--- src/rtl/hnfp_pkg.sv ---
package hnfp_pkg;

    // default width of the unit length field
    localparam int NAL_LENGTH_BITS_DEF = 16;

    // configuration register map
    localparam int          PADDR_BITS       = 3;
    localparam logic [2:0]  ADDR_MAX_PACKET  = 3'd0;
    localparam logic [11:0] MAX_PACKET_RESET = 12'd1024;
    localparam logic [11:0] MAX_PACKET_LO    = 12'd4;
    localparam logic [11:0] MAX_PACKET_HI    = 12'd2048;

    // fu-a framing
    localparam logic [11:0] FU_BYTES     = 12'd2;
    localparam logic [7:0]  NRI_MASK     = 8'hE0;
    localparam logic [7:0]  FU_A_TYPE    = 8'd28;
    localparam logic [7:0]  TYPE_MASK    = 8'h1F;
    localparam logic [7:0]  FU_START_BIT = 8'h80;
    localparam logic [7:0]  FU_END_BIT   = 8'h40;

    // one result beat
    typedef struct packed {
        logic [7:0] out_byte;
        logic       packet_first;
        logic       packet_last;
        logic       run_last;
    } beat_t;

    // results of one input byte, beat 0 goes out first
    typedef struct packed {
        logic [1:0]      count;
        beat_t [2:0]     beats;
    } load_t;

endpackage

--- src/rtl/hnfp_nal_if.sv ---
interface hnfp_nal_if #(
    parameter int NAL_LENGTH_BITS = hnfp_pkg::NAL_LENGTH_BITS_DEF
);
    logic                       valid;
    logic                       ready;
    logic [7:0]                 nal_byte;
    logic [NAL_LENGTH_BITS-1:0] nal_length;

    modport source (output valid, output nal_byte, output nal_length, input ready);
    modport sink   (input valid, input nal_byte, input nal_length, output ready);
endinterface

--- src/rtl/hnfp_rtp_if.sv ---
interface hnfp_rtp_if;
    logic       valid;
    logic       ready;
    logic [7:0] out_byte;
    logic       packet_first;
    logic       packet_last;
    logic       run_last;

    modport source (output valid, output out_byte, output packet_first,
                    output packet_last, output run_last, input ready);
    modport sink   (input valid, input out_byte, input packet_first,
                    input packet_last, input run_last, output ready);
endinterface

--- src/rtl/hnfp_packer.sv ---
module hnfp_packer #(
    parameter int NAL_LENGTH_BITS = hnfp_pkg::NAL_LENGTH_BITS_DEF
) (
    input  logic                       clk,
    input  logic                       rst_n,
    input  logic                       step,
    input  logic [7:0]                 nal_byte,
    input  logic [NAL_LENGTH_BITS-1:0] nal_length,
    input  logic [11:0]                max_packet_bytes,
    output hnfp_pkg::load_t            load
);

    localparam int CW = ((NAL_LENGTH_BITS > 12) ? NAL_LENGTH_BITS : 12) + 2;

    logic [NAL_LENGTH_BITS-1:0] byte_position_reg, byte_position_next;
    logic [7:0]                 saved_nal_header_reg, saved_nal_header_next;
    logic [10:0]                packet_fill_reg, packet_fill_next;
    logic                       fragmenting_reg, fragmenting_next;

    logic [11:0]   max_eff;
    logic [10:0]   room;
    logic [CW-1:0] pos_x, len_x, max_x, room_x;
    logic          unit_end, too_big, frag_end, frag_last;
    logic [7:0]    fu_ind, fu_hdr;

    // clamp the maximum and derive the fragment room
    always_comb
    begin
        if (max_packet_bytes < hnfp_pkg::MAX_PACKET_LO)
            max_eff = hnfp_pkg::MAX_PACKET_LO;
        else if (max_packet_bytes > hnfp_pkg::MAX_PACKET_HI)
            max_eff = hnfp_pkg::MAX_PACKET_HI;
        else
            max_eff = max_packet_bytes;
    end

    assign room   = 11'(max_eff - hnfp_pkg::FU_BYTES);
    assign pos_x  = CW'(byte_position_reg);
    assign len_x  = CW'(nal_length);
    assign max_x  = CW'(max_eff);
    assign room_x = CW'(room);

    assign unit_end  = (pos_x + CW'(1)) >= len_x;
    assign too_big   = len_x > max_x;
    assign frag_end  = (pos_x + room_x) >= len_x;
    assign frag_last = unit_end || ((12'(packet_fill_reg) + 12'd1) >= 12'(room));

    // fu indicator and fu header from the saved unit header
    always_comb
    begin
        fu_ind = (saved_nal_header_reg & hnfp_pkg::NRI_MASK) | hnfp_pkg::FU_A_TYPE;
        fu_hdr = saved_nal_header_reg & hnfp_pkg::TYPE_MASK;
        if (byte_position_reg == NAL_LENGTH_BITS'(1))
            fu_hdr = fu_hdr | hnfp_pkg::FU_START_BIT;
        if (frag_end)
            fu_hdr = fu_hdr | hnfp_pkg::FU_END_BIT;
    end

    // result beats and next state for the byte at hand
    always_comb
    begin
        load                  = '0;
        saved_nal_header_next = saved_nal_header_reg;
        packet_fill_next      = packet_fill_reg;
        fragmenting_next      = fragmenting_reg;

        if (byte_position_reg == '0)
        begin
            packet_fill_next = '0;
            if (too_big)
            begin
                // header of a fragmented unit is kept, no beat
                saved_nal_header_next = nal_byte;
                fragmenting_next      = 1'b1;
            end
            else
            begin
                fragmenting_next = 1'b0;
                load.count       = 2'd1;
                load.beats[0]    = '{out_byte: nal_byte, packet_first: 1'b1,
                                     packet_last: unit_end, run_last: 1'b1};
            end
        end
        else if (!fragmenting_reg)
        begin
            load.count    = 2'd1;
            load.beats[0] = '{out_byte: nal_byte, packet_first: 1'b0,
                                 packet_last: unit_end, run_last: 1'b1};
        end
        else
        begin
            if (packet_fill_reg == '0)
            begin
                load.count    = 2'd3;
                load.beats[0] = '{out_byte: fu_ind, packet_first: 1'b1,
                                     packet_last: 1'b0, run_last: 1'b0};
                load.beats[1] = '{out_byte: fu_hdr, packet_first: 1'b0,
                                     packet_last: 1'b0, run_last: 1'b0};
                load.beats[2] = '{out_byte: nal_byte, packet_first: 1'b0,
                                     packet_last: frag_last, run_last: 1'b1};
            end
            else
            begin
                load.count    = 2'd1;
                load.beats[0] = '{out_byte: nal_byte, packet_first: 1'b0,
                                     packet_last: frag_last, run_last: 1'b1};
            end
            packet_fill_next = frag_last ? '0 : (packet_fill_reg + 11'd1);
        end

        // end of unit wins over the fragment and fill updates above
        if (unit_end)
        begin
            byte_position_next = '0;
            fragmenting_next   = 1'b0;
            packet_fill_next   = '0;
        end
        else
        begin
            byte_position_next = byte_position_reg + NAL_LENGTH_BITS'(1);
        end
    end

    // unit state
    always_ff @(posedge clk or negedge rst_n)
    begin
        if (!rst_n)
        begin
            byte_position_reg    <= '0;
            saved_nal_header_reg <= '0;
            packet_fill_reg      <= '0;
            fragmenting_reg      <= 1'b0;
        end
        else if (step)
        begin
            byte_position_reg    <= byte_position_next;
            saved_nal_header_reg <= saved_nal_header_next;
            packet_fill_reg      <= packet_fill_next;
            fragmenting_reg      <= fragmenting_next;
        end
    end

endmodule

--- src/rtl/hnfp_beat_buffer.sv ---
module hnfp_beat_buffer (
    input  logic              clk,
    input  logic              rst_n,
    input  logic              load_en,
    input  hnfp_pkg::load_t   load,
    output logic              can_load,
    hnfp_rtp_if.source        rtp_out
);

    logic [1:0]      remaining_reg, remaining_next;
    hnfp_pkg::beat_t slot_reg [3];
    logic            take;

    assign take     = rtp_out.valid && rtp_out.ready;
    assign can_load = (remaining_reg == 2'd0) || ((remaining_reg == 2'd1) && rtp_out.ready);

    // head slot drives the output
    assign rtp_out.valid        = remaining_reg != 2'd0;
    assign rtp_out.out_byte     = slot_reg[0].out_byte;
    assign rtp_out.packet_first = slot_reg[0].packet_first;
    assign rtp_out.packet_last  = slot_reg[0].packet_last;
    assign rtp_out.run_last     = slot_reg[0].run_last;

    // beat count
    always_comb
    begin
        if (load_en)
            remaining_next = load.count;
        else if (take)
            remaining_next = remaining_reg - 2'd1;
        else
            remaining_next = remaining_reg;
    end

    always_ff @(posedge clk or negedge rst_n)
    begin
        if (!rst_n)
            remaining_reg <= 2'd0;
        else
            remaining_reg <= remaining_next;
    end

    // slots load together and shift toward the head
    always_ff @(posedge clk)
    begin
        if (load_en)
        begin
            slot_reg[0] <= load.beats[0];
            slot_reg[1] <= load.beats[1];
            slot_reg[2] <= load.beats[2];
        end
        else if (take)
        begin
            slot_reg[0] <= slot_reg[1];
            slot_reg[1] <= slot_reg[2];
        end
    end

`ifndef SYNTHESIS
    a_no_overwrite: assert property (@(posedge clk) disable iff (!rst_n)
        load_en |-> can_load)
        else $error("beat buffer loaded while beats still pending");

    a_load_shows: assert property (@(posedge clk) disable iff (!rst_n)
        (load_en && (load.count != 2'd0)) |=> rtp_out.valid)
        else $error("loaded beats not presented");

    a_tail_run_last: assert property (@(posedge clk) disable iff (!rst_n)
        (remaining_reg == 2'd1) |-> slot_reg[0].run_last)
        else $error("final pending beat lacks run_last");

    a_count_range: assert property (@(posedge clk) disable iff (!rst_n)
        remaining_reg != 2'd3 || !$past(take) || $past(load_en))
        else $error("beat count rose without a load");
`endif

endmodule

--- src/rtl/h264_nal_fragment_packetizer_core.sv ---
// h264 nal unit to rtp payload packetizer with fu-a fragmentation
// nal_in carries one unit byte per beat, header byte first, each beat tagged
// with the unit's total length. rtp_out carries rtp payload bytes with
// packet_first / packet_last framing and run_last on the final beat caused by
// each input byte. a unit no longer than max_packet_bytes (clamped to 4 to
// 2048) passes unchanged; a longer one is cut into fu-a fragments, each
// opened by an fu indicator and an fu header byte.
// an accepted input beat passes the input register, then the three-slot
// result buffer, before its first output beat.
// throughput: one byte per cycle when the receiver does not stall; the byte
// that opens a fragment yields three beats and holds the input while they
// drain, and the kept header of a fragmented unit yields none. the result
// buffer drains one beat per cycle while rtp_out.ready is high; when the
// receiver stalls it holds its beats and a full input register drops ready.
// reset clears the unit state and both stages and sets max_packet_bytes to
// 1024; the apb register at address 0 may be written only while idle.
module h264_nal_fragment_packetizer_core #(
    parameter int NAL_LENGTH_BITS = hnfp_pkg::NAL_LENGTH_BITS_DEF
) (
    input  logic                            clk,
    input  logic                            rst_n,
    hnfp_nal_if.sink                        nal_in,
    hnfp_rtp_if.source                      rtp_out,
    input  logic                            psel,
    input  logic                            penable,
    input  logic                            pwrite,
    input  logic [hnfp_pkg::PADDR_BITS-1:0] paddr,
    input  logic [31:0]                     pwdata,
    output logic [31:0]                     prdata,
    output logic                            pready
);

    logic [11:0]                max_packet_reg;
    logic                       in_valid_reg;
    logic [7:0]                 in_byte_reg;
    logic [NAL_LENGTH_BITS-1:0] in_len_reg;
    logic                       can_load;
    logic                       move;
    hnfp_pkg::load_t            load;

    // configuration register
    assign pready = 1'b1;
    assign prdata = (paddr == hnfp_pkg::ADDR_MAX_PACKET) ? {20'd0, max_packet_reg} : 32'd0;

    always_ff @(posedge clk or negedge rst_n)
    begin
        if (!rst_n)
            max_packet_reg <= hnfp_pkg::MAX_PACKET_RESET;
        else if (psel && penable && pwrite && pready
                 && (paddr == hnfp_pkg::ADDR_MAX_PACKET))
            max_packet_reg <= pwdata[11:0];
    end

    // input register
    assign move         = in_valid_reg && can_load;
    assign nal_in.ready = !in_valid_reg || move;

    always_ff @(posedge clk or negedge rst_n)
    begin
        if (!rst_n)
            in_valid_reg <= 1'b0;
        else if (nal_in.ready)
            in_valid_reg <= nal_in.valid;
    end

    always_ff @(posedge clk)
    begin
        if (nal_in.valid && nal_in.ready)
        begin
            in_byte_reg <= nal_in.nal_byte;
            in_len_reg  <= nal_in.nal_length;
        end
    end

    // packet framing
    hnfp_packer #(
        .NAL_LENGTH_BITS (NAL_LENGTH_BITS)
    ) u_packer (
        .clk              (clk),
        .rst_n            (rst_n),
        .step             (move),
        .nal_byte         (in_byte_reg),
        .nal_length       (in_len_reg),
        .max_packet_bytes (max_packet_reg),
        .load             (load)
    );

    // result beats toward the receiver
    hnfp_beat_buffer u_buffer (
        .clk      (clk),
        .rst_n    (rst_n),
        .load_en  (move),
        .load     (load),
        .can_load (can_load),
        .rtp_out  (rtp_out)
    );

`ifndef SYNTHESIS
    a_held_until_moved: assert property (@(posedge clk) disable iff (!rst_n)
        (in_valid_reg && !move) |=> (in_valid_reg && $stable(in_byte_reg)))
        else $error("input register lost a pending byte");

    a_ready_when_empty: assert property (@(posedge clk) disable iff (!rst_n)
        !in_valid_reg |-> nal_in.ready)
        else $error("empty input register not ready");

    a_move_has_room: assert property (@(posedge clk) disable iff (!rst_n)
        move |-> can_load)
        else $error("byte moved without buffer room");
`endif

endmodule

--- src/flat_wrapper.sv ---
// flat-port wrapper written by rule: the top's interface ports become plain ports
module h264_nal_fragment_packetizer_core_flat 
#(
    parameter int NAL_LENGTH_BITS = hnfp_pkg::NAL_LENGTH_BITS_DEF
)
  (clk, rst_n, psel, penable, pwrite, paddr, pwdata, prdata, pready, nal_in_valid, nal_in_nal_byte, nal_in_nal_length, nal_in_ready, rtp_out_valid, rtp_out_out_byte, rtp_out_packet_first, rtp_out_packet_last, rtp_out_run_last, rtp_out_ready);
  hnfp_nal_if #(.NAL_LENGTH_BITS(NAL_LENGTH_BITS)) nal_in_i ();
  hnfp_rtp_if rtp_out_i ();
  input  logic clk;
  input  logic rst_n;
  input  logic psel;
  input  logic penable;
  input  logic pwrite;
  input  logic [hnfp_pkg::PADDR_BITS-1:0] paddr;
  input  logic [31:0] pwdata;
  output logic [31:0] prdata;
  output logic pready;
  input wire logic [$bits(nal_in_i.valid)-1:0] nal_in_valid;
  input wire logic [$bits(nal_in_i.nal_byte)-1:0] nal_in_nal_byte;
  input wire logic [$bits(nal_in_i.nal_length)-1:0] nal_in_nal_length;
  output wire logic [$bits(nal_in_i.ready)-1:0] nal_in_ready;
  output wire logic [$bits(rtp_out_i.valid)-1:0] rtp_out_valid;
  output wire logic [$bits(rtp_out_i.out_byte)-1:0] rtp_out_out_byte;
  output wire logic [$bits(rtp_out_i.packet_first)-1:0] rtp_out_packet_first;
  output wire logic [$bits(rtp_out_i.packet_last)-1:0] rtp_out_packet_last;
  output wire logic [$bits(rtp_out_i.run_last)-1:0] rtp_out_run_last;
  input wire logic [$bits(rtp_out_i.ready)-1:0] rtp_out_ready;
  assign nal_in_i.valid = nal_in_valid;
  assign nal_in_i.nal_byte = nal_in_nal_byte;
  assign nal_in_i.nal_length = nal_in_nal_length;
  assign nal_in_ready = nal_in_i.ready;
  assign rtp_out_valid = rtp_out_i.valid;
  assign rtp_out_out_byte = rtp_out_i.out_byte;
  assign rtp_out_packet_first = rtp_out_i.packet_first;
  assign rtp_out_packet_last = rtp_out_i.packet_last;
  assign rtp_out_run_last = rtp_out_i.run_last;
  assign rtp_out_i.ready = rtp_out_ready;
  h264_nal_fragment_packetizer_core #(.NAL_LENGTH_BITS(NAL_LENGTH_BITS)) u_core (.clk(clk), .rst_n(rst_n), .nal_in(nal_in_i), .rtp_out(rtp_out_i), .psel(psel), .penable(penable), .pwrite(pwrite), .paddr(paddr), .pwdata(pwdata), .prdata(prdata), .pready(pready));
endmodule
--- config.mk ---
export PLATFORM = sky130hd
export DESIGN_NAME = h264_nal_fragment_packetizer_core_flat
export DESIGN_NICKNAME = d
export VERILOG_FILES = /design/src/rtl/hnfp_pkg.sv /design/src/rtl/hnfp_nal_if.sv /design/src/rtl/hnfp_rtp_if.sv /design/src/rtl/hnfp_packer.sv /design/src/rtl/hnfp_beat_buffer.sv /design/src/rtl/h264_nal_fragment_packetizer_core.sv /design/src/flat_wrapper.sv
export SDC_FILE = /design/constraint.sdc
export NUM_CORES = 1
export LEC_CHECK = 0
export BUFFER_PORTS_ARGS = -buffer_cell sky130_fd_sc_hd__buf_2
export CAP_MARGIN = 25
export CORE_AREA = 3 3 88 173
export CTS_CLUSTER_DIAMETER = 30
export DETAILED_ROUTE_END_ITERATION = 7
export DIE_AREA = 0 0 91 176
export PLACE_DENSITY = 0.75
export SYNTH_ARGS = -nofsm -noshare
export SYNTH_HDL_FRONTEND = slang
export SYNTH_SLANG_ARGS = --single-unit
--- constraint.sdc ---
create_clock -name clk -period 4.6 [get_ports clk]
set_input_delay 0.46 -clock clk [delete_from_list [all_inputs] [get_ports clk]]
set_output_delay 0.46 -clock clk [all_outputs]
set_load 0.03 [all_outputs]
==> impl_metrics.toml <==
[synthesis]
avgSynthCellArea_um2 = 9.54
netlist_instances = 756
synth_edf_count = 55
ys_async_sr_fraction = 0.481
ys_types = 65
synth_seq_cells = 106
yosysWarnings = 0
syn_area_um2 = 7210
ys_seq_area_frac = 0.406
synth_flop_cell = "edfxtp_1"

[die]
start_util = 0.514
core_area_um2 = 14000
rows = 61
dieArea_um2 = 16000
dieHeight_um = 176
io_pins = 112
fp.dieW_um = 91

[layout]
final_common_cell = "nand2_1"
fin_cells = 1044
largest_register_ffs = 31
n_antenna_cell = 0
drive_gt1_frac = 0.205
nNetsFinal = 993
final_cell_mix = "nand2_1 (82), ha_1 (73), buf_2 (70)"
syn_to_final_growth_pct = 14.8
final_area_um2 = 8280

[global_route]
busiest_layer = "met2"
grtUsageMet1 = 0.219
use_met2 = 0.409
antenna_found_initial = 0
grt_usage = 0.220
use_met3 = 0.0358
grt_first_pass_wirelength_um = 27800
grt_pass1_vias = 5700
overflow = 0
grt_max_degree = 52

[clocking]
ctsHoldBuffers = 0
clock-sinks = 106
path_clk_slew_ns = 0.07
clock_latency_ns = 0.35
htreeDepth = 3
numCtsBuffers = 9
tritoncts = "yes"
root_buffer = "clkbuf_16"
cts_max_path_buffers = 2

[sta]
final.setup.worst_slack_ns = 0.238
tightest_slew_ns = 0.914
hold_violations = 0
relSlewSlack = 0.391
skew_ns = 0.0123
fmaxAchievable_mhz = 229
fin_crit_ns = 4.36
period_share = 0.948
setup_viol = 0
slew_violations = 0

[route]
via_per_inst = 5.60
vias = 5851
wl_um = 17200
antenna_left = 0
drcViolationCount = 0
drtPass1Iterations = 7
initialDrtViolationCount = 265
routedWlPerCell_um = 16.5

[setup_path]
end_kind = "register"
path_max_fanout = 3
reg2regPathDepth = 22
rr_endpoint = "u_core.u_buffer.slot_reg[0][20]$_DFFE_PP_"
reg2reg_slack_ns = 0.24
worstReg2RegStart = "u_core.max_packet_reg[4]$_DFFE_PN0P_"
worst_setup_path_start_kind = "register"
critPathRequiredTime_ns = 4.79
cp_data_arrival_time_ns = 4.56
worst-setup-path-type = "register to register"

[outcome]
status = "completed"

[run]
drv_cap = 0

[placed_design]
place_inst = 1025
dp_hpwl_um = 13200
dp_slack_ns = -0.0358
placed_area_um2 = 7880
portBuffers = 70
place.gp.congestion = 0.940

[power_and_ir_drop]
vdd_drop_max_uv = 268
leakage_nw = 3.80
p_per_area_nw_per_um2 = 540

[worst_hold_path]
min_path_type = "input port to async pin"
-- critical path: stages (launching register included) --
cell,delay [ns]
dfrtp_1,0.40
nor3_2,0.23
and2_1,0.17
and3_1,0.22
nor2_1,0.08
nand2_2,0.11
inv_1,0.07
or2_1,0.24
or3b_1,0.40
a21o_1,0.22
ha_4,0.23
nand2_1,0.13
nor2_1,0.07
a21oi_2,0.15
o31ai_4,0.10
xor2_1,0.15
ha_1,0.31
nand2_1,0.11
nor2_4,0.14
nand2_1,0.08
nor4_2,0.31
o221ai_2,0.13
a31oi_1,0.17
-- logic make-up (layout without fill, tap and decap cells) --
family | count (synthesis) | count (layout) | share of synthesized area
xor+xnor | 36 | 36 | 0.0437
buf+inv | 107 | 187 | 0.0736
fa+ha+maj | 77 | 77 | 0.135
other cells | 2 | 21 | 0.00104
compound gates | 150 | 150 | 0.130
mux | 18 | 18 | 0.0281
flops | 106 | 106 | 0.406
simple gates | 260 | 260 | 0.182
-- where the power goes --
| group | total, mW | internal, mW | switching, mW | leakage, nW |
|---|---|---|---|---|
| Sequential | 1.45 | 1.31 | 0.147 | 1.18 |
| Combinational | 2.31 | 0.914 | 1.39 | 2.50 |
| Clock | 0.716 | 0.364 | 0.352 | 0.119 |
| Total | 4.47 | 2.58 | 1.89 | 3.80 |
-- Yosys cell counts, types with 4 or more instances --
| master | number | area share |
|---|---|---|
| a21o_1 | 8 | 0.0083 |
| a21oi_1 | 46 | 0.032 |
| a22o_1 | 6 | 0.0073 |
| a31oi_1 | 4 | 0.0035 |
| and2_1 | 23 | 0.020 |
| and3_1 | 6 | 0.0052 |
| buf_2 | 4 | 0.0028 |
| buf_4 | 31 | 0.032 |
| clkbuf_1 | 18 | 0.0094 |
| dfrtp_1 | 50 | 0.17 |
| edfxtp_1 | 55 | 0.23 |
| ha_1 | 76 | 0.13 |
| inv_1 | 52 | 0.027 |
| mux2_2 | 18 | 0.028 |
| nand2_1 | 83 | 0.043 |
| nand2b_1 | 12 | 0.010 |
| nand3_1 | 26 | 0.018 |
| nand4_1 | 11 | 0.0095 |
| nor2_1 | 47 | 0.024 |
| nor2b_1 | 7 | 0.0061 |
| nor3_1 | 12 | 0.0083 |
| nor4_1 | 5 | 0.0043 |
| o21a_1 | 4 | 0.0042 |
| o21ai_0 | 45 | 0.031 |
| o2bb2ai_1 | 4 | 0.0049 |
| or3_1 | 6 | 0.0052 |
| or4_1 | 4 | 0.0042 |
| xnor2_1 | 22 | 0.027 |
| xor2_1 | 14 | 0.017 |
-- layer usage --
metal,part of all wire,up-vias
li1,-,2820
met1,0.35,2784
met2,0.54,181
met3,0.039,66
met4,0.069,0
met5,0,-
-- cell type report --
| class | instances | area, um2 |
|---|---|---|
| clock buffer | 9 | 225 |
| fill | 1244 | 5760 |
| sequential | 106 | 2930 |
| tap | 189 | 236 |
| clock inverter | 7 | 43.8 |
| multi-input combinational | 562 | 3920 |
| inverter | 53 | 199 |
| timing repair buffer | 118 | 731 |
-- worst max path at each step --
stage	slack (ns)	start	to	depth (start not counted)
after CTS	0.07	u_core.max_packet_reg[6]$_DFFE_PN0P_	u_core.u_buffer.slot_reg[0][20]$_DFFE_PP_	20
after global placement	0.1	u_core.max_packet_reg[6]$_DFFE_PN0P_	u_core.u_buffer.slot_reg[0][20]$_DFFE_PP_	20
after detailed placement	-0.04	u_core.max_packet_reg[6]$_DFFE_PN0P_	u_core.u_buffer.slot_reg[0][20]$_DFFE_PP_	20
after floorplan	0.21	u_core.max_packet_reg[3]$_DFFE_PN0P_	u_core.u_buffer.slot_reg[0][20]$_DFFE_PP_	21
final	0.24	u_core.max_packet_reg[4]$_DFFE_PN0P_	u_core.u_buffer.slot_reg[0][20]$_DFFE_PP_	22
after global routing	-0.05	u_core.max_packet_reg[4]$_DFFE_PN0P_	u_core.u_buffer.slot_reg[0][20]$_DFFE_PP_	20
-- through the flow --
step / hold WS, ns / setup TNS, ns / power, mW / util
4_1_cts: 0.252 / 0 / 4.37 / 0.581
2_1_floorplan: 0.164 / 0 / 3.00 / -
3_5_place_dp: 0.496 / -0.0358 / 3.64 / 0.561
3_3_place_gp: 0.489 / 0 / 3.58 / 0.561
6_report: 0.216 / 0 / 4.47 / 0.590
5_1_grt: 0.267 / -0.0490 / 4.84 / 0.590
-- timing repair --
item                       CTS  global route
pin swaps                    0             5
gates resized for setup      2            17
setup endpoints to repair    1             2
setup buffers                0             2
(Power assumes the default switching activity.)
